## src/sv/text_console_cursor_engine_defines.svh

```systemverilog
// assertion macros shared by the text console cursor engine modules
`ifndef TEXT_CONSOLE_CURSOR_ENGINE_DEFINES_SVH
`define TEXT_CONSOLE_CURSOR_ENGINE_DEFINES_SVH

// same-cycle implication, checked while out of reset
`define TCCE_ASSERT_NOW(label, clk, rst, ante, cons, msg) \
  label: assert property (@(posedge clk) disable iff (rst) (ante) |-> (cons)) \
    else $error(msg);

// next-cycle implication, checked while out of reset
`define TCCE_ASSERT_NEXT(label, clk, rst, ante, cons, msg) \
  label: assert property (@(posedge clk) disable iff (rst) (ante) |=> (cons)) \
    else $error(msg);

`endif

```

## src/sv/tcce_pkg.sv

```systemverilog
// types, constants and helper functions of the text console cursor engine
package tcce_pkg;

  // screen limits and tab spacing
  localparam int MAX_COLS = 256;
  localparam int MAX_ROWS = 128;
  localparam int TAB_STOP = 4;

  // field widths
  localparam int COL_W    = 8;
  localparam int ROW_W    = 7;
  localparam int NCOL_W   = 9;
  localparam int NROW_W   = 8;
  localparam int CODE_W   = 8;
  localparam int PIX_W    = 32;
  localparam int ADDR_W   = 3;
  localparam int IN_DW    = 24;
  localparam int OUT_DW   = 104;

  // request kinds
  localparam logic REQ_PUT = 1'b0;
  localparam logic REQ_SET = 1'b1;

  // character codes
  localparam logic [CODE_W-1:0] CH_BS    = 8'h08;
  localparam logic [CODE_W-1:0] CH_TAB   = 8'h09;
  localparam logic [CODE_W-1:0] CH_LF    = 8'h0A;
  localparam logic [CODE_W-1:0] CH_CR    = 8'h0D;
  localparam logic [CODE_W-1:0] CH_SPACE = 8'h20;
  localparam logic [CODE_W-1:0] CH_DEL   = 8'h7F;

  // pixel formats
  localparam logic FMT_BGRA = 1'b0;
  localparam logic FMT_RGBA = 1'b1;

  // register reset values
  localparam logic              RST_ENABLE   = 1'b0;
  localparam logic [NCOL_W-1:0] RST_NUM_COLS = 9'd128;
  localparam logic [NROW_W-1:0] RST_NUM_ROWS = 8'd48;
  localparam logic [PIX_W-1:0]  RST_FG       = 32'h00FF_FFFF;
  localparam logic [PIX_W-1:0]  RST_BG       = 32'h0000_0000;
  localparam logic              RST_FORMAT   = FMT_BGRA;

  typedef enum logic [1:0] {
    ACT_DRAW   = 2'd0,
    ACT_SCROLL = 2'd1,
    ACT_REPORT = 2'd2
  } action_e;

  typedef enum logic [ADDR_W-1:0] {
    REG_ENABLE   = 3'd0,
    REG_NUM_COLS = 3'd1,
    REG_NUM_ROWS = 3'd2,
    REG_FG_COLOR = 3'd3,
    REG_BG_COLOR = 3'd4,
    REG_PIX_FMT  = 3'd5
  } reg_index_e;

  typedef struct packed {
    logic              enable;
    logic [NCOL_W-1:0] num_cols;
    logic [NROW_W-1:0] num_rows;
    logic [PIX_W-1:0]  fore_argb;
    logic [PIX_W-1:0]  back_argb;
    logic              pix_order;
  } cfg_t;

  typedef struct packed {
    logic              req_type;
    logic [CODE_W-1:0] char_code;
    logic [COL_W-1:0]  new_col;
    logic [ROW_W-1:0]  new_row;
  } req_t;

  typedef struct packed {
    logic              draw_en;
    logic              scroll_en;
    logic [COL_W-1:0]  cell_col;
    logic [ROW_W-1:0]  cell_row;
    logic [CODE_W-1:0] glyph_code;
    logic [PIX_W-1:0]  fg_pixel;
    logic [PIX_W-1:0]  bg_pixel;
    logic [COL_W-1:0]  cur_col;
    logic [ROW_W-1:0]  cur_row;
  } step_t;

  // swap red and blue bytes for rgba
  function automatic logic [PIX_W-1:0] to_pixel(input logic [PIX_W-1:0] argb,
                                                input logic fmt);
    logic [PIX_W-1:0] res;
    res = argb;
    if (fmt == FMT_RGBA) begin
      res = {argb[31:24], argb[7:0], argb[15:8], argb[23:16]};
    end
    return res;
  endfunction

  // column count clamped to 1..MAX_COLS
  function automatic logic [NCOL_W-1:0] eff_cols(input logic [NCOL_W-1:0] n);
    logic [NCOL_W-1:0] res;
    res = n;
    if (n == '0) begin
      res = NCOL_W'(1);
    end else if (n > NCOL_W'(MAX_COLS)) begin
      res = NCOL_W'(MAX_COLS);
    end
    return res;
  endfunction

  // row count clamped to 1..MAX_ROWS
  function automatic logic [NROW_W-1:0] eff_rows(input logic [NROW_W-1:0] n);
    logic [NROW_W-1:0] res;
    res = n;
    if (n == '0) begin
      res = NROW_W'(1);
    end else if (n > NROW_W'(MAX_ROWS)) begin
      res = NROW_W'(MAX_ROWS);
    end
    return res;
  endfunction

endpackage

```

## src/sv/text_console_cursor_engine.sv

```systemverilog
// text console cursor engine: top level with config, input register, cursor
//
// Input stream s_axis carries one request per beat: tuser is the request kind
// (put character or set cursor), tdata holds the character and the new cursor.
// Output stream m_axis carries one to three beats per request, always in the
// order cell draw, scroll, cursor report; tlast marks the report, tuser holds
// the action code. The cfg channel writes one register per beat and is always
// ready; the user must write it only while the block is idle, and the block
// itself does not enforce this. An accepted request is held in the input
// register, its cursor update is worked out from that register and the
// result is loaded into the result register, from which its beats are shown.
// Throughput: one request per cycle while each yields a single report beat
// and the receiver is ready; a request with a draw or scroll holds the result
// register until its extra beats are sent, the output port being the limit.
// Reset clears the cursor to row 0, column 0, loads the register defaults
// and empties both stage registers. When the receiver stalls, the result
// register holds its beats and the input register takes one more request.
module text_console_cursor_engine (
  input  logic                          clk,
  input  logic                          rst,
  input  logic                          s_axis_tvalid,
  output logic                          s_axis_tready,
  // tdata from bit 0: char_code, new_col, new_row, zero pad
  input  logic [tcce_pkg::IN_DW-1:0]    s_axis_tdata,
  // tuser: req_type
  input  logic                          s_axis_tuser,
  output logic                          m_axis_tvalid,
  input  logic                          m_axis_tready,
  // tdata from bit 0: cell_col, cell_row, glyph_code, fg_pixel, bg_pixel,
  // cursor_col, cursor_row, zero pad
  output logic [tcce_pkg::OUT_DW-1:0]   m_axis_tdata,
  // tuser: action
  output logic [1:0]                    m_axis_tuser,
  output logic                          m_axis_tlast,
  input  logic                          cfg_valid,
  output logic                          cfg_ready,
  input  logic [tcce_pkg::ADDR_W-1:0]   cfg_addr,
  input  logic [tcce_pkg::PIX_W-1:0]    cfg_data
);
  import tcce_pkg::*;

  `include "text_console_cursor_engine_defines.svh"

  cfg_t             cfg;
  req_t             req;
  logic             in_valid;
  logic [COL_W-1:0] cur_col;
  logic [ROW_W-1:0] cur_row;
  step_t            step;
  logic             load_ready;
  logic             advance;
  logic             s_fire;

  assign cfg_ready     = 1'b1;
  assign advance       = in_valid && load_ready;
  assign s_axis_tready = !in_valid || load_ready;
  assign s_fire        = s_axis_tvalid && s_axis_tready;

  // configuration registers
  always_ff @(posedge clk) begin
    if (rst) begin
      cfg.enable    <= RST_ENABLE;
      cfg.num_cols  <= RST_NUM_COLS;
      cfg.num_rows  <= RST_NUM_ROWS;
      cfg.fore_argb <= RST_FG;
      cfg.back_argb <= RST_BG;
      cfg.pix_order <= RST_FORMAT;
    end else if (cfg_valid && cfg_ready) begin
      case (reg_index_e'(cfg_addr))
        REG_ENABLE:   cfg.enable    <= cfg_data[0];
        REG_NUM_COLS: cfg.num_cols  <= cfg_data[NCOL_W-1:0];
        REG_NUM_ROWS: cfg.num_rows  <= cfg_data[NROW_W-1:0];
        REG_FG_COLOR: cfg.fore_argb <= cfg_data;
        REG_BG_COLOR: cfg.back_argb <= cfg_data;
        REG_PIX_FMT:  cfg.pix_order <= cfg_data[0];
        default: begin
        end
      endcase
    end
  end

  // input register valid
  always_ff @(posedge clk) begin
    if (rst) begin
      in_valid <= 1'b0;
    end else if (s_fire) begin
      in_valid <= 1'b1;
    end else if (advance) begin
      in_valid <= 1'b0;
    end
  end

  // input register payload
  always_ff @(posedge clk) begin
    if (s_fire) begin
      req.req_type  <= s_axis_tuser;
      req.char_code <= s_axis_tdata[7:0];
      req.new_col   <= s_axis_tdata[15:8];
      req.new_row   <= s_axis_tdata[22:16];
    end
  end

  // cursor position
  always_ff @(posedge clk) begin
    if (rst) begin
      cur_col <= '0;
      cur_row <= '0;
    end else if (advance) begin
      cur_col <= step.cur_col;
      cur_row <= step.cur_row;
    end
  end

  tcce_cursor u_cursor (
    .cfg     (cfg),
    .req     (req),
    .cur_col (cur_col),
    .cur_row (cur_row),
    .step    (step)
  );

  tcce_emit u_emit (
    .clk           (clk),
    .rst           (rst),
    .load_valid    (in_valid),
    .load_ready    (load_ready),
    .step          (step),
    .m_axis_tvalid (m_axis_tvalid),
    .m_axis_tready (m_axis_tready),
    .m_axis_tdata  (m_axis_tdata),
    .m_axis_tuser  (m_axis_tuser),
    .m_axis_tlast  (m_axis_tlast)
  );

  `TCCE_ASSERT_NOW(a_row_on_screen, clk, rst,
    (advance && req.req_type == REQ_PUT && cfg.enable),
    ({1'b0, step.cur_row} < eff_rows(cfg.num_rows)), "cursor row left the screen")
  `TCCE_ASSERT_NOW(a_scroll_pins_row, clk, rst, step.scroll_en,
    ({1'b0, step.cur_row} == eff_rows(cfg.num_rows) - NROW_W'(1)),
    "scroll without pinning to the last row")
  `TCCE_ASSERT_NEXT(a_held_request, clk, rst, (in_valid && !advance),
    (in_valid && $stable(req)), "stalled request lost or changed")

endmodule

```

## src/sv/tcce_cursor.sv

```systemverilog
// cursor update: cell write, scroll and new cursor for one request
module tcce_cursor (
  input  tcce_pkg::cfg_t                    cfg,
  input  tcce_pkg::req_t                    req,
  input  logic [tcce_pkg::COL_W-1:0]        cur_col,
  input  logic [tcce_pkg::ROW_W-1:0]        cur_row,
  output tcce_pkg::step_t                   step
);
  import tcce_pkg::*;

  logic [NCOL_W-1:0] cols;
  logic [NROW_W-1:0] rows;
  logic [NCOL_W-1:0] col;
  logic [NROW_W-1:0] row;
  logic [NCOL_W-1:0] tab_mask;

  assign cols     = eff_cols(cfg.num_cols);
  assign rows     = eff_rows(cfg.num_rows);
  assign tab_mask = ~NCOL_W'(TAB_STOP - 1);

  always_comb begin
    step            = '0;
    step.fg_pixel   = to_pixel(cfg.fore_argb, cfg.pix_order);
    step.bg_pixel   = to_pixel(cfg.back_argb, cfg.pix_order);
    step.cur_col    = cur_col;
    step.cur_row    = cur_row;
    col             = {1'b0, cur_col};
    row             = {1'b0, cur_row};

    if (req.req_type == REQ_SET) begin
      // direct placement, stored unclamped
      step.cur_col = req.new_col;
      step.cur_row = req.new_row;
    end else if (cfg.enable) begin
      // control codes and printable characters
      case (req.char_code)
        CH_LF: begin
          col = '0;
          row = row + NROW_W'(1);
        end
        CH_CR: begin
          col = '0;
        end
        CH_TAB: begin
          col = (col & tab_mask) + NCOL_W'(TAB_STOP);
        end
        CH_BS: begin
          if (col != '0) begin
            col             = col - NCOL_W'(1);
            step.draw_en    = 1'b1;
            step.cell_col   = col[COL_W-1:0];
            step.cell_row   = row[ROW_W-1:0];
            step.glyph_code = CH_SPACE;
          end
        end
        default: begin
          if (req.char_code inside {[CH_SPACE:CH_DEL]}) begin
            step.draw_en    = 1'b1;
            step.cell_col   = col[COL_W-1:0];
            step.cell_row   = row[ROW_W-1:0];
            step.glyph_code = req.char_code;
            col             = col + NCOL_W'(1);
          end
        end
      endcase

      // column wrap
      if (col >= cols) begin
        col = '0;
        row = row + NROW_W'(1);
      end

      // row overflow scrolls once and pins to the last row
      if (row >= rows) begin
        step.scroll_en = 1'b1;
        row            = rows - NROW_W'(1);
      end

      step.cur_col = col[COL_W-1:0];
      step.cur_row = row[ROW_W-1:0];
    end
  end

endmodule

```

## src/sv/tcce_emit.sv

```systemverilog
// result register: holds one item's beats and sends them in order
module tcce_emit (
  input  logic                        clk,
  input  logic                        rst,
  input  logic                        load_valid,
  output logic                        load_ready,
  input  tcce_pkg::step_t             step,
  output logic                        m_axis_tvalid,
  input  logic                        m_axis_tready,
  // tdata from bit 0: cell_col, cell_row, glyph_code, fg_pixel, bg_pixel,
  // cursor_col, cursor_row, zero pad
  output logic [tcce_pkg::OUT_DW-1:0] m_axis_tdata,
  // tuser: action
  output logic [1:0]                  m_axis_tuser,
  output logic                        m_axis_tlast
);
  import tcce_pkg::*;

  `include "text_console_cursor_engine_defines.svh"

  logic   draw_p;
  logic   scroll_p;
  logic   report_p;
  step_t  held;
  logic   fire;
  logic   load;

  assign fire       = m_axis_tvalid && m_axis_tready;
  assign load_ready = !report_p || (m_axis_tready && !draw_p && !scroll_p);
  assign load       = load_valid && load_ready;

  // pending beat flags
  always_ff @(posedge clk) begin
    if (rst) begin
      draw_p   <= 1'b0;
      scroll_p <= 1'b0;
      report_p <= 1'b0;
    end else if (load) begin
      draw_p   <= step.draw_en;
      scroll_p <= step.scroll_en;
      report_p <= 1'b1;
    end else if (fire) begin
      if (draw_p) begin
        draw_p <= 1'b0;
      end else if (scroll_p) begin
        scroll_p <= 1'b0;
      end else begin
        report_p <= 1'b0;
      end
    end
  end

  // payload of the held item
  always_ff @(posedge clk) begin
    if (load) begin
      held <= step;
    end
  end

  // beat selection: draw, then scroll, then report
  always_comb begin
    logic [COL_W-1:0]  o_cell_col;
    logic [ROW_W-1:0]  o_cell_row;
    logic [CODE_W-1:0] o_glyph;
    logic [PIX_W-1:0]  o_fg;
    logic [PIX_W-1:0]  o_bg;
    logic [COL_W-1:0]  o_cur_col;
    logic [ROW_W-1:0]  o_cur_row;
    action_e           act;

    o_cell_col   = '0;
    o_cell_row   = '0;
    o_glyph      = '0;
    o_fg         = '0;
    o_bg         = '0;
    o_cur_col    = '0;
    o_cur_row    = '0;
    act          = ACT_REPORT;
    m_axis_tlast = 1'b0;

    if (draw_p) begin
      act        = ACT_DRAW;
      o_cell_col = held.cell_col;
      o_cell_row = held.cell_row;
      o_glyph    = held.glyph_code;
      o_fg       = held.fg_pixel;
      o_bg       = held.bg_pixel;
    end else if (scroll_p) begin
      act  = ACT_SCROLL;
      o_bg = held.bg_pixel;
    end else begin
      o_cur_col    = held.cur_col;
      o_cur_row    = held.cur_row;
      m_axis_tlast = 1'b1;
    end

    m_axis_tuser = act;
    m_axis_tdata = {2'b00, o_cur_row, o_cur_col, o_bg, o_fg, o_glyph,
                    o_cell_row, o_cell_col};
  end

  assign m_axis_tvalid = report_p;

  `TCCE_ASSERT_NOW(a_report_pending, clk, rst, (draw_p || scroll_p), report_p,
    "draw or scroll pending without a report")
  `TCCE_ASSERT_NEXT(a_burst_continues, clk, rst,
    (fire && !m_axis_tlast), m_axis_tvalid, "burst broken before its last beat")
  `TCCE_ASSERT_NEXT(a_load_holds, clk, rst, load, report_p,
    "loaded item has no report pending")

endmodule

```

## config.mk

```make
export PLATFORM = sky130hd
export DESIGN_NAME = text_console_cursor_engine
export DESIGN_NICKNAME = d
export VERILOG_FILES = /design/src/sv/tcce_pkg.sv /design/src/sv/text_console_cursor_engine.sv /design/src/sv/tcce_cursor.sv /design/src/sv/tcce_emit.sv
export VERILOG_INCLUDE_DIRS = /design/src /design/src/sv
export SDC_FILE = /design/constraint.sdc
export NUM_CORES = 1
export LEC_CHECK = 0
export BUFFER_PORTS_ARGS = -buffer_cell sky130_fd_sc_hd__buf_4
export CAP_MARGIN = 20
export CORE_UTILIZATION = 52
export CTS_CLUSTER_SIZE = 10
export DETAILED_ROUTE_END_ITERATION = 8
export PLACE_DENSITY = 0.84
export SYNTH_ARGS = -nofsm -noshare
export SYNTH_HDL_FRONTEND = slang
export SYNTH_SLANG_ARGS = --single-unit
```

## constraint.sdc

```tcl
create_clock -name clk -period 5.7 [get_ports clk]
set_clock_uncertainty 0.1 [all_clocks]
set_input_delay 1.425 -clock clk [delete_from_list [all_inputs] [get_ports clk]]
set_output_delay 1.425 -clock clk [all_outputs]
set_load 0.01 [all_outputs]
```

Word-level counts from Yosys, hierarchy flattened --
Cells that the tools add are included.
Storage, ports and cells: latch bits 0, flip-flop bits (word level) 228, logic and storage cells 131, bits in read-only memories 0, bits in writable memories 0, memories 0, input bits 65
Operators by class: equal/unequal tests 11, reduce and logical (&&, ||, !) cells 29, $add $sub $neg 6, multiply operators 0, muxes and demuxes 55, shifts and indexed selects 0, bitwise operators 1, div/mod/pow operators 0, $lt $le $gt $ge 6
Operators with widths (number):
- 8-bit two-way mux | 13
- 32-bit two-way mux | 3
- 9-bit two-way mux | 6
- 25-bit two-way mux | 2
- 24-bit two-way mux | 2
- 23-bit two-way mux | 2
- 23-bit one-hot mux with 2 select lines | 1
- 8-bit by 4-bit == test with 1-bit output, second input constant | 4
- 15-bit two-way mux | 2
- 7-bit two-way mux | 4
- 9-bit one-hot mux with 3 select lines | 1
- 1-bit two-way mux | 16
- 2-bit AND reduction | 7
- 8-bit by 1-bit adder with 9-bit output, second input constant | 1
- 8-bit by 3-bit adder with 9-bit output, second input constant | 1
- 9-bit >= comparator | 1
- 9-bit greater-than comparator, second input constant | 1
- 9-bit zero test | 1
- 8-bit by 1-bit subtractor with 9-bit output, second input constant | 1
- 7-bit by 1-bit adder with 8-bit output, second input constant | 1
- 8-bit by 1-bit adder with 8-bit output, second input constant | 1
- 8-bit by 6-bit >= comparator with 1-bit output, second input constant | 1
- 8-bit >= comparator | 1
- 8-bit greater-than comparator, second input constant | 1
- other kinds (19) | 34

Depth between registers and ports, before layout --
Gate-level depths: netlist of the first run.
depth in word-level cells 15, gate-level depth with buffers 26

By module --
From an unflattened synthesis of the first run, not the netlist that was laid out.
Unflattened totals: cells, all modules 1109, area total of the unflattened synthesis 11815.1 µm²
By module, submodules not included:
- text_console_cursor_engine | cells an instance 437, instances 1, area an instance 4890.9 µm²
- tcce_emit | cells an instance 238, instances 1, area an instance 3982.6 µm²
- tcce_cursor | cells an instance 434, instances 1, area an instance 2941.6 µm²

Worst setup path before layout of the first run --
OpenSTA, ideal clock, no wires.
kind input -> register, from input port m_axis_tready, to register cur_row[1], path slack 250 ps, data arrival time 5024 ps, setup time 326 ps, stages 6, path through nand2_1 -> nand2_1 -> nand2_1 -> inv_1 -> clkbuf_1 -> a311oi_1
On the way: longest elaborated chain between the ends 4
Ends and longest elaborated chain:
- start: declaration | RTL line text_console_cursor_engine.sv:28 | input logic m_axis_tready,
- 1-bit logical AND (2 in series) | RTL line tcce_emit.sv:29 | assign load_ready = !report_p || (m_axis_tready && !draw_p && !scroll_p);
- 1-bit logical OR | RTL line tcce_emit.sv:29
- 1-bit logical AND | RTL line text_console_cursor_engine.sv:55 | assign advance = in_valid && load_ready;
- named net advance | RTL line text_console_cursor_engine.sv:51 | logic advance;
- end signal: assignment | RTL line text_console_cursor_engine.sv:110 | cur_row <= step.cur_row;
- end: declaration | RTL line text_console_cursor_engine.sv:48 | logic [ROW_W-1:0] cur_row;
The timed path passes the listed nets, and every way through them passes these cells. A chain may end at the register's enable or synchronous reset.

==> out/qor.txt, run 1 <==
Crit path buf inv count - 2
Final WL - 28600 microns
Via count - 9074
Post-DP HPWL - 19400 microns
ANT nets after route - 0
Worst skew pair latency - 0.54 ns
Hold Buf Count CTS - 0
Final min period - 5.42 ns
CP max-delay cell - edfxtp_1
Mean post-synth cell area - 9.84 sq um
Power after layout - 3.72 mW
YS warnings - 0
Number of global-route vias before repair - 8635
Initial antenna violation count - 0
Number of buffers created by CTS - 27
Vias per cell - 5.66
Most numerous cell in the Yosys netlist - nand2_1
Crit path max-delay family - compound AO/OA/AOI/OAI gates
Max Used Layer - met4
Pin count of the biggest net entering global routing - 60
Post-Layout Cell Count - 1603
HP Class - reg2reg
Starting Density - 0.529
Layout cells sized above 1 - 0.239
Sequential area share after synthesis - 0.525
H-tree Lvls - 1
CP Capture Type - flip-flop
Num ports - 175
Final setup fails - 0
Number of flops mapped to enable cells by yosys - 126
Clock Path Buffers - 3
Final GP Congestion - 0.899
Worst path required time - 5.89 ns
Cell count after synthesis - 1127
Status - complete, no violations
P&R area growth vs syn - 23.8%
ANT cells - 0
Share of the synthesized area in the top cell type - 0.341
Pwr Density - 271 nW/um^2
Main flop type after synthesis - edfxtp_1
Setup TNS - 0 ns
DR iter-0 viols - 595
Tightest Pin Transition - 0.986 ns
Crit share post-route - 0.951
Area of the die - 21900 sq um
Slowest stage delay, CP - 0.43 ns
VDD IR max - 0.227 mV
Slew margin rel. - 0.342
First-pass GRT wire length - 44900 microns
CP Launch Type - flip-flop
Met3 routed WL - 1930 microns
Vert. Die Dim - 148 microns
Fin. Hold Viols - 0
Root Driver - clkbuf_16
Crit Path Category - reg2reg
Synth area leaders - edfxtp_1, dfxtp_1, nand2_1
Avg WL per Cell - 17.8 microns
Commonest cells post-synth - nand2_1, edfxtp_1, dfxtp_1, a21oi_1, and2_1
Leak - 5.40 nW
Metal2 WL - 13800 microns
Final net count - 1401
Fmax - 184 MHz
Fin worst setup slack - 0.278 ns
Dpl cells - 1549
Synth Register Bits - 228
Core Box Area - 21000 sq um
I/O Buffers - 170
Place WS - 0.0949 ns
Crit path max fanout - 5
Fin. max-slew vios - 0
Clock sink count - 228
CTS tree - built
GRT Total Usage - 0.258
Synthesized area - 11100 sq um
Cell Chain, Critical Path - nor4_4 > buf_4 > nand4_1 > a21oi_1 > a311oi_2 > a31oi_2 > ha_1 > and4_1 > and2_1 > nor3_2 > buf_4 > and3_1 > nor2_1 > ha_1 > nand2b_1 > a2111oi_2 > o31ai_1 > o21a_2 > o311ai_1 > o21ai_1 > mux2_2
Worst endpoint data arrival time - 5.61 ns
Max_cap viols - 0
WHS - 0.320 ns
Clock slew at reported path FFs - 0.06 ns
Cell variety after synth - 74
Post-synthesis async set-or-reset flop share - 0
Met1 WL - 12100 microns
Row count - 53
DRC errors left - 0
Die Width - 148 microns
GRT overflow - 0
Drt first pass iters - 5
Synth area leader - edfxtp_1
[repair_timing]
| action | in CTS | in global routing |
|---|---|---|
| gates resized for setup | 0 | 17 |
| buffers inserted | 0 | 4 |
| setup endpoints to repair | 0 | 13 |
[through the flow]
step / utilization / area (sq um)
CTS: 0.649 / 13600
global placement: 0.612 / 12800
finish: 0.655 / 13700
floorplan: - / 11100
global route: 0.655 / 13700
detailed placement: 0.612 / 12800
[state kept, by name, indices dropped and copies added, names as in the netlist]
| signal | count |
|---|---|
| u_emit.m_axis_tvalid | 1 |
| u_emit.scroll_p | 1 |
| cfg | 83 |
| in_valid | 1 |
| cur_col | 8 |
| u_emit.held | 102 |
| req | 24 |
| u_emit.draw_p | 1 |
| cur_row | 7 |
[area by class of cell]
type,instances,area (sq um)
tap,275,344
clock buffer,45,743
sequential,228,5830
clock inverter,4,36.3
fill,1598,7230
multi-input combinational,798,4950
timing repair buffer,225,1720
inverter,28,108
[final timing paths]
path	start	end	slack [ns]	depth (start not counted)
setup / recovery	req[20]	u_emit.held[0]	0.28	21
hold / removal	cfg[61]	u_emit.held[75]	0.32	0
setup reg to reg	req[20]	u_emit.held[0]	0.28	21
hold reg to reg	cfg[61]	u_emit.held[75]	0.32	0
[placed cells by master (no fill, tap or decap), types with 6 or more instances in the layout]
cell type	Yosys	layout
and3_1	6	6
or3_1	8	7
clkbuf_1	63	18
mux2i_1	9	9
o21ai_0	19	17
a21oi_1	89	87
a311oi_1	8	7
ha_1	28	28
o211ai_1	6	6
nand3_1	17	17
edfxtp_1	126	126
nand3b_1	30	30
nor2_1	54	52
xnor2_1	8	8
clkbuf_16	0	28
dfxtp_1	102	101
nor3b_1	7	7
mux2_2	33	33
nor3_1	21	19
nor2b_1	44	44
a31oi_1	8	6
nand4_1	7	7
nand2b_1	7	7
buf_4	4	223
inv_1	26	25
nand2_1	207	207
and2_1	84	84
[cell families after synthesis]
family	after synthesis	synth area share
AO/OA/AOI/OAI	192	0.111
flip-flops	228	0.525
multiplexers	43	0.0427
adder cells (fa/ha/maj)	28	0.0316
buffers and inverters	103	0.0373
AND/OR/NAND/NOR	519	0.242
XOR/XNOR	12	0.00948
other	2	0.000677
[metal layers]
metal  GRT usage  vias to the layer above
met2       0.426                      355
li1            -                     4329
met1       0.344                     4340
met5           0                        -
met3      0.0417                       50
met4      0.0912                        0
[power breakdown]
| part | total (mW) | switching (mW) | internal (mW) |
|---|---|---|---|
| logic | 0.333 | 0.189 | 0.144 |
| clock network | 1.54 | 0.658 | 0.887 |
| registers | 1.84 | 0.0388 | 1.80 |
Power figures use the tool's default switching activity.
==> inputs of run 2 (changes only) <==
--- a/config.mk
+++ b/config.mk
@@ -6,12 +6,13 @@
 export SDC_FILE = /design/constraint.sdc
 export NUM_CORES = 1
 export LEC_CHECK = 0
+export ABC_AREA = 1
 export BUFFER_PORTS_ARGS = -buffer_cell sky130_fd_sc_hd__buf_4
 export CAP_MARGIN = 20
 export CORE_UTILIZATION = 52
 export CTS_CLUSTER_SIZE = 10
 export DETAILED_ROUTE_END_ITERATION = 8
-export PLACE_DENSITY = 0.84
+export PLACE_DENSITY = 0.85
 export SYNTH_ARGS = -nofsm -noshare
 export SYNTH_HDL_FRONTEND = slang
 export SYNTH_SLANG_ARGS = --single-unit
==> run 2 against run 1 <==
  * Combinational power is 15% higher
  * Sequential power about the same
  * Critical path depth grew 4
  * Count of clock-buffer cells in the layout grew 2
  * Sequential cell count did not move
  * Worst setup slack better by 0.18 ns
  * Wire length shrank 6.9%
  * First-iteration DRC count is 28% higher
  * Synthesized cell count rose by 21%
  * Final area decreased by 2.8%
==> out/qor.txt, run 2 <==
Status - complete, no violations (unchanged)
HP Class - reg2reg (unchanged)
Fin. Hold Viols - 0 (unchanged)
Final WL - 26600 microns (was 28600 microns)
NetSw - 940 uW (was 885 uW)
Fin. max-slew vios - 0 (unchanged)
YS warnings - 0 (unchanged)
Core Box Area - 21000 sq um (unchanged)
Post-synthesis async set-or-reset flop share - 0 (unchanged)
Number of flops mapped to enable cells by yosys - 126 (unchanged)
Synth Register Bits - 228 (unchanged)
Worst path required time - 5.89 ns (about the same)
Crit share post-route - 0.920 (was 0.951)
Initial antenna violation count - 0 (unchanged)
Largest registers - u_emit.held: 102 flops, cfg: 83 flops, req: 24 flops (unchanged)
Power after layout - 3.79 mW (was 3.72 mW)
Starting Density - 0.530 (was 0.529)
Place WS - 0.536 ns (was 0.0949 ns)
Post-CTS setup buffer count - 0 (unchanged)
Drt first pass iters - 5 (unchanged)
Pin count of the biggest net entering global routing - 74 (was 60)
Root Driver - clkbuf_16 (unchanged)
Main flop type after synthesis - edfxtp_1 (unchanged)
Synth area leader - edfxtp_1 (unchanged)
Crit Path Category - reg2reg (unchanged)
GRT overflow - 0 (unchanged)
Final GP Congestion - 0.885 (was 0.899)
Final net count - 1606 (was 1401)
Setup TNS - 0 ns (unchanged)
Area of the die - 21900 sq um (about the same)
Number of buffers created by CTS - 27 (unchanged)
Synthesized area - 11100 sq um (about the same)
Worst skew pair latency - 0.54 ns (about the same)
Max_cap viols - 0 (unchanged)
Post-DP HPWL - 18400 microns (was 19400 microns)
Layout cells sized above 1 - 0.177 (was 0.239)
CP Launch Type - flip-flop (unchanged)
ANT nets after route - 0 (unchanged)
Post-CTS Resized - 0 (unchanged)
P_int - 2.85 mW (was 2.83 mW)
Clock Power Share - 0.409 (was 0.415)
GRT Total Usage - 0.244 (was 0.258)
Vias per cell - 5.22 (was 5.66)
Final min period - 5.24 ns (was 5.42 ns)
Via count - 9440 (was 9074)
First-pass GRT wire length - 42900 microns (was 44900 microns)
Worst endpoint data arrival time - 5.44 ns (was 5.61 ns)
Part of the power in registers - 0.490 (was 0.495)
Final Util - 0.637 (was 0.655)
Cell variety after synth - 49 (was 74)
Cell count after synthesis - 1367 (was 1127)
Share of the synthesized area in the top cell type - 0.341 (about the same)
H-tree Lvls - 1 (unchanged)
Gate power share - 0.101 (was 0.089)
Number of fillers in the final layout - 1713 (was 1598)
DRC errors left - 0 (unchanged)
Row count - 53 (unchanged)
Dpl cells - 1759 (was 1549)
Pwr Density - 284 nW/um^2 (was 271 nW/um^2)
DR iter-0 viols - 761 (was 595)
Most common cell after layout, fill and taps aside - nand2_1 (was buf_4)
Die Width - 148 microns (about the same)
Vert. Die Dim - 148 microns (about the same)
Most numerous cell in the Yosys netlist - nand2_1 (unchanged)
Multi-input combinational cell area - 4240 sq um (was 4950 sq um)
Fmax - 191 MHz (was 184 MHz)
Num ports - 175 (unchanged)
P&R area growth vs syn - 20.2% (was 23.8%)
Tightest Pin Transition - 1.05 ns (was 0.986 ns)
Most flops, register - u_emit.held (unchanged)
Sw Share - 0.248 (was 0.238)
Avg WL per Cell - 14.7 microns (was 17.8 microns)
Number of flip-flops in the largest register - 102 (unchanged)
VDD IR max - 0.217 mV (was 0.227 mV)
Synth area leaders - edfxtp_1, dfxtp_1, nand2_1 (unchanged)
Slew margin rel. - 0.297 (was 0.342)
CP Capture Type - flip-flop (unchanged)
Post-Layout Cell Count - 1809 (was 1603)
Fin worst setup slack - 0.455 ns (was 0.278 ns)
Sequential area share after synthesis - 0.525 (about the same)
Most frequent cells in the layout - nand2_1, inv_1, nor2_1 (was buf_4, nand2_1, edfxtp_1)
Number of global-route vias before repair - 8850 (was 8635)
RSZ-0062 raised after global routing - no
CTS tree - built (unchanged)
Final setup fails - 0 (unchanged)
Crit path max fanout - 13 (was 5)
Clock Path Buffers - 3 (unchanged)
FF/Latch Area - 5830 sq um (about the same)
Mean post-synth cell area - 8.12 sq um (was 9.84 sq um)
Clock slew at reported path FFs - 0.05 ns (was 0.06 ns)
ANT cells - 0 (unchanged)
Clock sink count - 228 (unchanged)
Commonest cells post-synth - nand2_1, inv_1, nor2_1, edfxtp_1, o21ai_0 (was nand2_1, edfxtp_1, dfxtp_1, a21oi_1, and2_1)
I/O Buffers - 170 (unchanged)
Hold Buf Count CTS - 0 (unchanged)
Leak - 6.37 nW (was 5.40 nW)
## run 2: cell types whose count changed in the layout (fill, tap and decap cells not counted), moves of 13 or more
cell      change
inv_1       +167
nor2_1      +134
o21ai_0      +91
and2_1       -83
nand2_1      +72
nand3_1      +50
buf_4        -45
nor2b_1      -44
mux2_2       -33
nand3b_1     -29
inv_2        +13
## run 2: logic make-up after synthesis
family                     after synthesis  share of synthesized area
adders and majority gates               28                     0.0316
xor gates and xnor gates                 9                    0.00710
other                                    2                   0.000676
and+or+nand+nor                        598                      0.232
AOI/OAI and AO/OA                      230                      0.108
buffers and inverters                  272                     0.0956
DFF                                    228                      0.525
## run 2: routing by layer
metal,GRT usage,part of all wire
met1,0.311,0.41
met2,0.422,0.49
met3,0.0347,0.066
met4,0.0902,0.027
met5,0,0
## run 2: final timing paths
| check | from | to | slack, ns | cells past startpoint |
|---|---|---|---|---|
| worst max-delay path | cur_col[3] | u_emit.held[3] | 0.46 | 25 |
| worst min-delay path | cfg[25] | u_emit.held[39] | 0.33 | 0 |
| worst max register to register | cur_col[3] | u_emit.held[3] | 0.46 | 25 |
| worst min register to register | cfg[25] | u_emit.held[39] | 0.33 | 0 |
## run 2: critical path: stages, from the launching register on
cell	delay, ns
dfxtp_1	0.56
inv_1	0.14
ha_1	0.24
a21boi_0	0.47
nand3_1	0.18
xor2_1	0.18
nand2_1	0.09
a31oi_2	0.13
ha_1	0.34
nand2_1	0.06
nor2_1	0.14
nand3b_1	0.09
nand4_1	0.10
buf_4	0.21
nand4_1	0.13
o21ai_0	0.20
ha_1	0.28
a21oi_1	0.16
o21a_1	0.15
nand3_1	0.34
inv_1	0.26
nand3_1	0.10
nand3_1	0.10
nand2_1	0.06
o21ai_1	0.12
inv_1	0.07
## run 2: area by class of cell
| cell class | count | share of cell area |
|---|---|---|
| clock buffers | 47 | 0.0570 |
| clock inverters | 3 | 0.00253 |
| inverters | 208 | 0.0587 |
| multi-input cells | 869 | 0.318 |
| flip-flops and latches | 228 | 0.437 |
| well taps | 275 | 0.0258 |
| repair buffers | 179 | 0.102 |
## run 2: stage by stage
step	hold WS [ns]	instance area, sq um
4_1_cts	0.326	13300
3_5_place_dp	0.311	12500
5_1_grt	0.333	13300
3_3_place_gp	0.313	12500
6_report	0.328	13300
2_1_floorplan	0.303	11100
## run 2: power by group through the flow
stage / logic, mW / registers, mW / clock network [mW]
final: 0.383 / 1.86 / 1.55
after global routing: 0.431 / 1.87 / 1.64
after CTS: 0.381 / 1.86 / 1.57
after detailed placement: 0.377 / 1.89 / 0
after global placement: 0.365 / 1.89 / 0
after floorplan: 0.266 / 1.87 / 0
==> inputs of run 3 (changes only) <==
--- a/config.mk
+++ b/config.mk
@@ -9,10 +9,11 @@
 export ABC_AREA = 1
 export BUFFER_PORTS_ARGS = -buffer_cell sky130_fd_sc_hd__buf_4
 export CAP_MARGIN = 20
+export CORE_MARGIN = 5
 export CORE_UTILIZATION = 52
 export CTS_CLUSTER_SIZE = 10
 export DETAILED_ROUTE_END_ITERATION = 8
-export PLACE_DENSITY = 0.85
+export PLACE_DENSITY = 0.74
 export SYNTH_ARGS = -nofsm -noshare
 export SYNTH_HDL_FRONTEND = slang
 export SYNTH_SLANG_ARGS = --single-unit
==> run 3 against run 2 <==
  * Final area barely moved
  * Via count fell by 2.0%
  * Largest cell class unchanged
  * Largest power group unchanged
  * Highest routed layer unchanged
  * Critical path depth did not move
  * Wire length rose by 0.63%
  * Critical path type unchanged
  * First-iteration DRC count fell by 6.3%
  * Cell count fell by 0.11%
  * Critical endpoint unchanged
==> out/qor.txt, run 3 (synthesized netlist as in run 2, its figures left out) <==
DRC errors left - 0 (unchanged)
Final min period - 5.15 ns (was 5.24 ns)
Met2 Track Usage GR - 0.370 (was 0.422)
Hold Buf Count CTS - 0 (unchanged)
DR iter-0 viols - 713 (was 761)
Clock sink count - 228 (unchanged)
Final net count - 1606 (unchanged)
Most common cell after layout, fill and taps aside - nand2_1 (unchanged)
Avg WL per Cell - 14.8 microns (was 14.7 microns)
Leak - 6.36 nW (was 6.37 nW)
Post-CTS Resized - 0 (unchanged)
Worst path required time - 5.86 ns (was 5.89 ns)
Layout cells sized above 1 - 0.176 (was 0.177)
Core Box Area - 21000 sq um (about the same)
Slowest stage delay, CP - 0.53 ns (was 0.56 ns)
Final GP Congestion - 0.887 (was 0.885)
HP Class - reg2reg (unchanged)
Pwr Density - 282 nW/um^2 (was 284 nW/um^2)
Area of the die - 24400 sq um (was 21900 sq um)
Die Width - 156 microns (was 148 microns)
Crit path buf inv count - 4 (unchanged)
Routing usage on met3 - 0.0288 (was 0.0347)
Post-CTS setup buffer count - 0 (unchanged)
Number of buffers created by CTS - 27 (unchanged)
Final setup fails - 0 (unchanged)
Most flops, register - u_emit.held (unchanged)
Setup TNS - 0 ns (unchanged)
ANT nets after route - 0 (unchanged)
Most frequent cell on the critical path - nand3_1 (unchanged)
I/O Buffers - 170 (unchanged)
H-tree Lvls - 1 (unchanged)
Starting Density - 0.528 (was 0.530)
Post-DP HPWL - 18900 microns (was 18400 microns)
Place WS - 0.588 ns (was 0.536 ns)
VDD IR max - 0.236 mV (was 0.217 mV)
Power after layout - 3.77 mW (was 3.79 mW)
M1 GR Usage - 0.287 (was 0.311)
Post-Layout Cell Count - 1807 (was 1809)
Fin. Hold Viols - 0 (unchanged)
Most frequent cells in the layout - nand2_1, inv_1, nor2_1 (unchanged)
Crit path max fanout - 13 (unchanged)
Worst endpoint data arrival time - 5.31 ns (was 5.44 ns)
Status - complete, no violations (unchanged)
Vert. Die Dim - 156 microns (was 148 microns)
Final WL - 26800 microns (was 26600 microns)
Number of global-route vias before repair - 8924 (was 8850)
CP Launch Type - flip-flop (unchanged)
Crit path max-delay family - simple AND/OR/NAND/NOR gates (unchanged)
Slew margin rel. - 0.301 (was 0.297)
Global route hottest layer - met2 (unchanged)
Number of flip-flops in the largest register - 102 (unchanged)
Worst skew pair latency - 0.51 ns (was 0.54 ns)
Num ports - 175 (unchanged)
Clock slew at reported path FFs - 0.05 ns (about the same)
Pin count of the biggest net entering global routing - 66 (was 74)
RSZ-0062 raised after global routing - no (unchanged)
Row count - 53 (unchanged)
Crit share post-route - 0.903 (was 0.920)
P&R area growth vs syn - 20.1% (was 20.2%)
GRT Total Usage - 0.216 (was 0.244)
CP Capture Type - flip-flop (unchanged)
Drt first pass iters - 5 (unchanged)
Clock Path Buffers - 3 (unchanged)
Vias per cell - 5.12 (was 5.22)
Fmax - 194 MHz (was 191 MHz)
Dpl cells - 1759 (unchanged)
Via count - 9251 (was 9440)
ANT cells - 0 (unchanged)
Root Driver - clkbuf_16 (unchanged)
WHS - 0.325 ns (was 0.328 ns)
GRT overflow - 0 (unchanged)
Max_cap viols - 0 (unchanged)
First-pass GRT wire length - 43300 microns (was 42900 microns)
Initial antenna violation count - 0 (unchanged)
Fin worst setup slack - 0.555 ns (was 0.455 ns)
CP max-delay cell - dfxtp_1 (unchanged)
CTS tree - built (unchanged)
Tightest Pin Transition - 1.05 ns (about the same)
Fin. max-slew vios - 0 (unchanged)
Crit Path Category - reg2reg (unchanged)
Largest registers - u_emit.held: 102 flops, cfg: 83 flops, req: 24 flops (unchanged)
## run 3: cell types whose count changed in the layout (fill, tap and decap cells not counted)
cell / change
clkbuf_1: -1
clkbuf_16: +1
clkinv_2: -1
clkinvlp_4: +1
inv_16: -1
inv_6: -1
## run 3: worst paths after layout
| check | start | end | slack [ns] | cells after the start |
|---|---|---|---|---|
| max | cur_col[3] | u_emit.held[3] | 0.55 | 25 |
| min | cfg[64] | u_emit.held[78] | 0.33 | 0 |
| max reg2reg | cur_col[3] | u_emit.held[3] | 0.55 | 25 |
| min reg2reg | cfg[64] | u_emit.held[78] | 0.33 | 0 |
## run 3: layout make-up
cell class,instances,area [sq um]
Fill cell,1820,7680
Sequential cell,228,5830
Multi-Input combinational cell,869,4240
Timing Repair Buffer,179,1360
Inverter,208,783
Clock buffer,47,782
Tap cell,275,344
Clock inverter,1,7.51
## run 3: per-layer routing
| layer | part of all wire | routed length [microns] |
|---|---|---|
| met1 | 0.42 | 11300 |
| met2 | 0.48 | 13000 |
| met4 | 0.029 | 786 |
| met5 | 0 | 0 |
| met3 | 0.064 | 1710 |
## run 3: report_power, final
part	total, mW	leakage, nW	internal (mW)	switching [mW]
logic	0.380	3.98	0.138	0.241
registers	1.86	2.01	1.81	0.0454
clock network	1.53	0.374	0.919	0.611
## run 3: metrics by stage
stage,util,cell area (sq um)
after global routing,0.634,13300
after CTS,0.634,13300
after global placement,0.597,12500
after detailed placement,0.597,12500
final,0.634,13300
after floorplan,-,11100
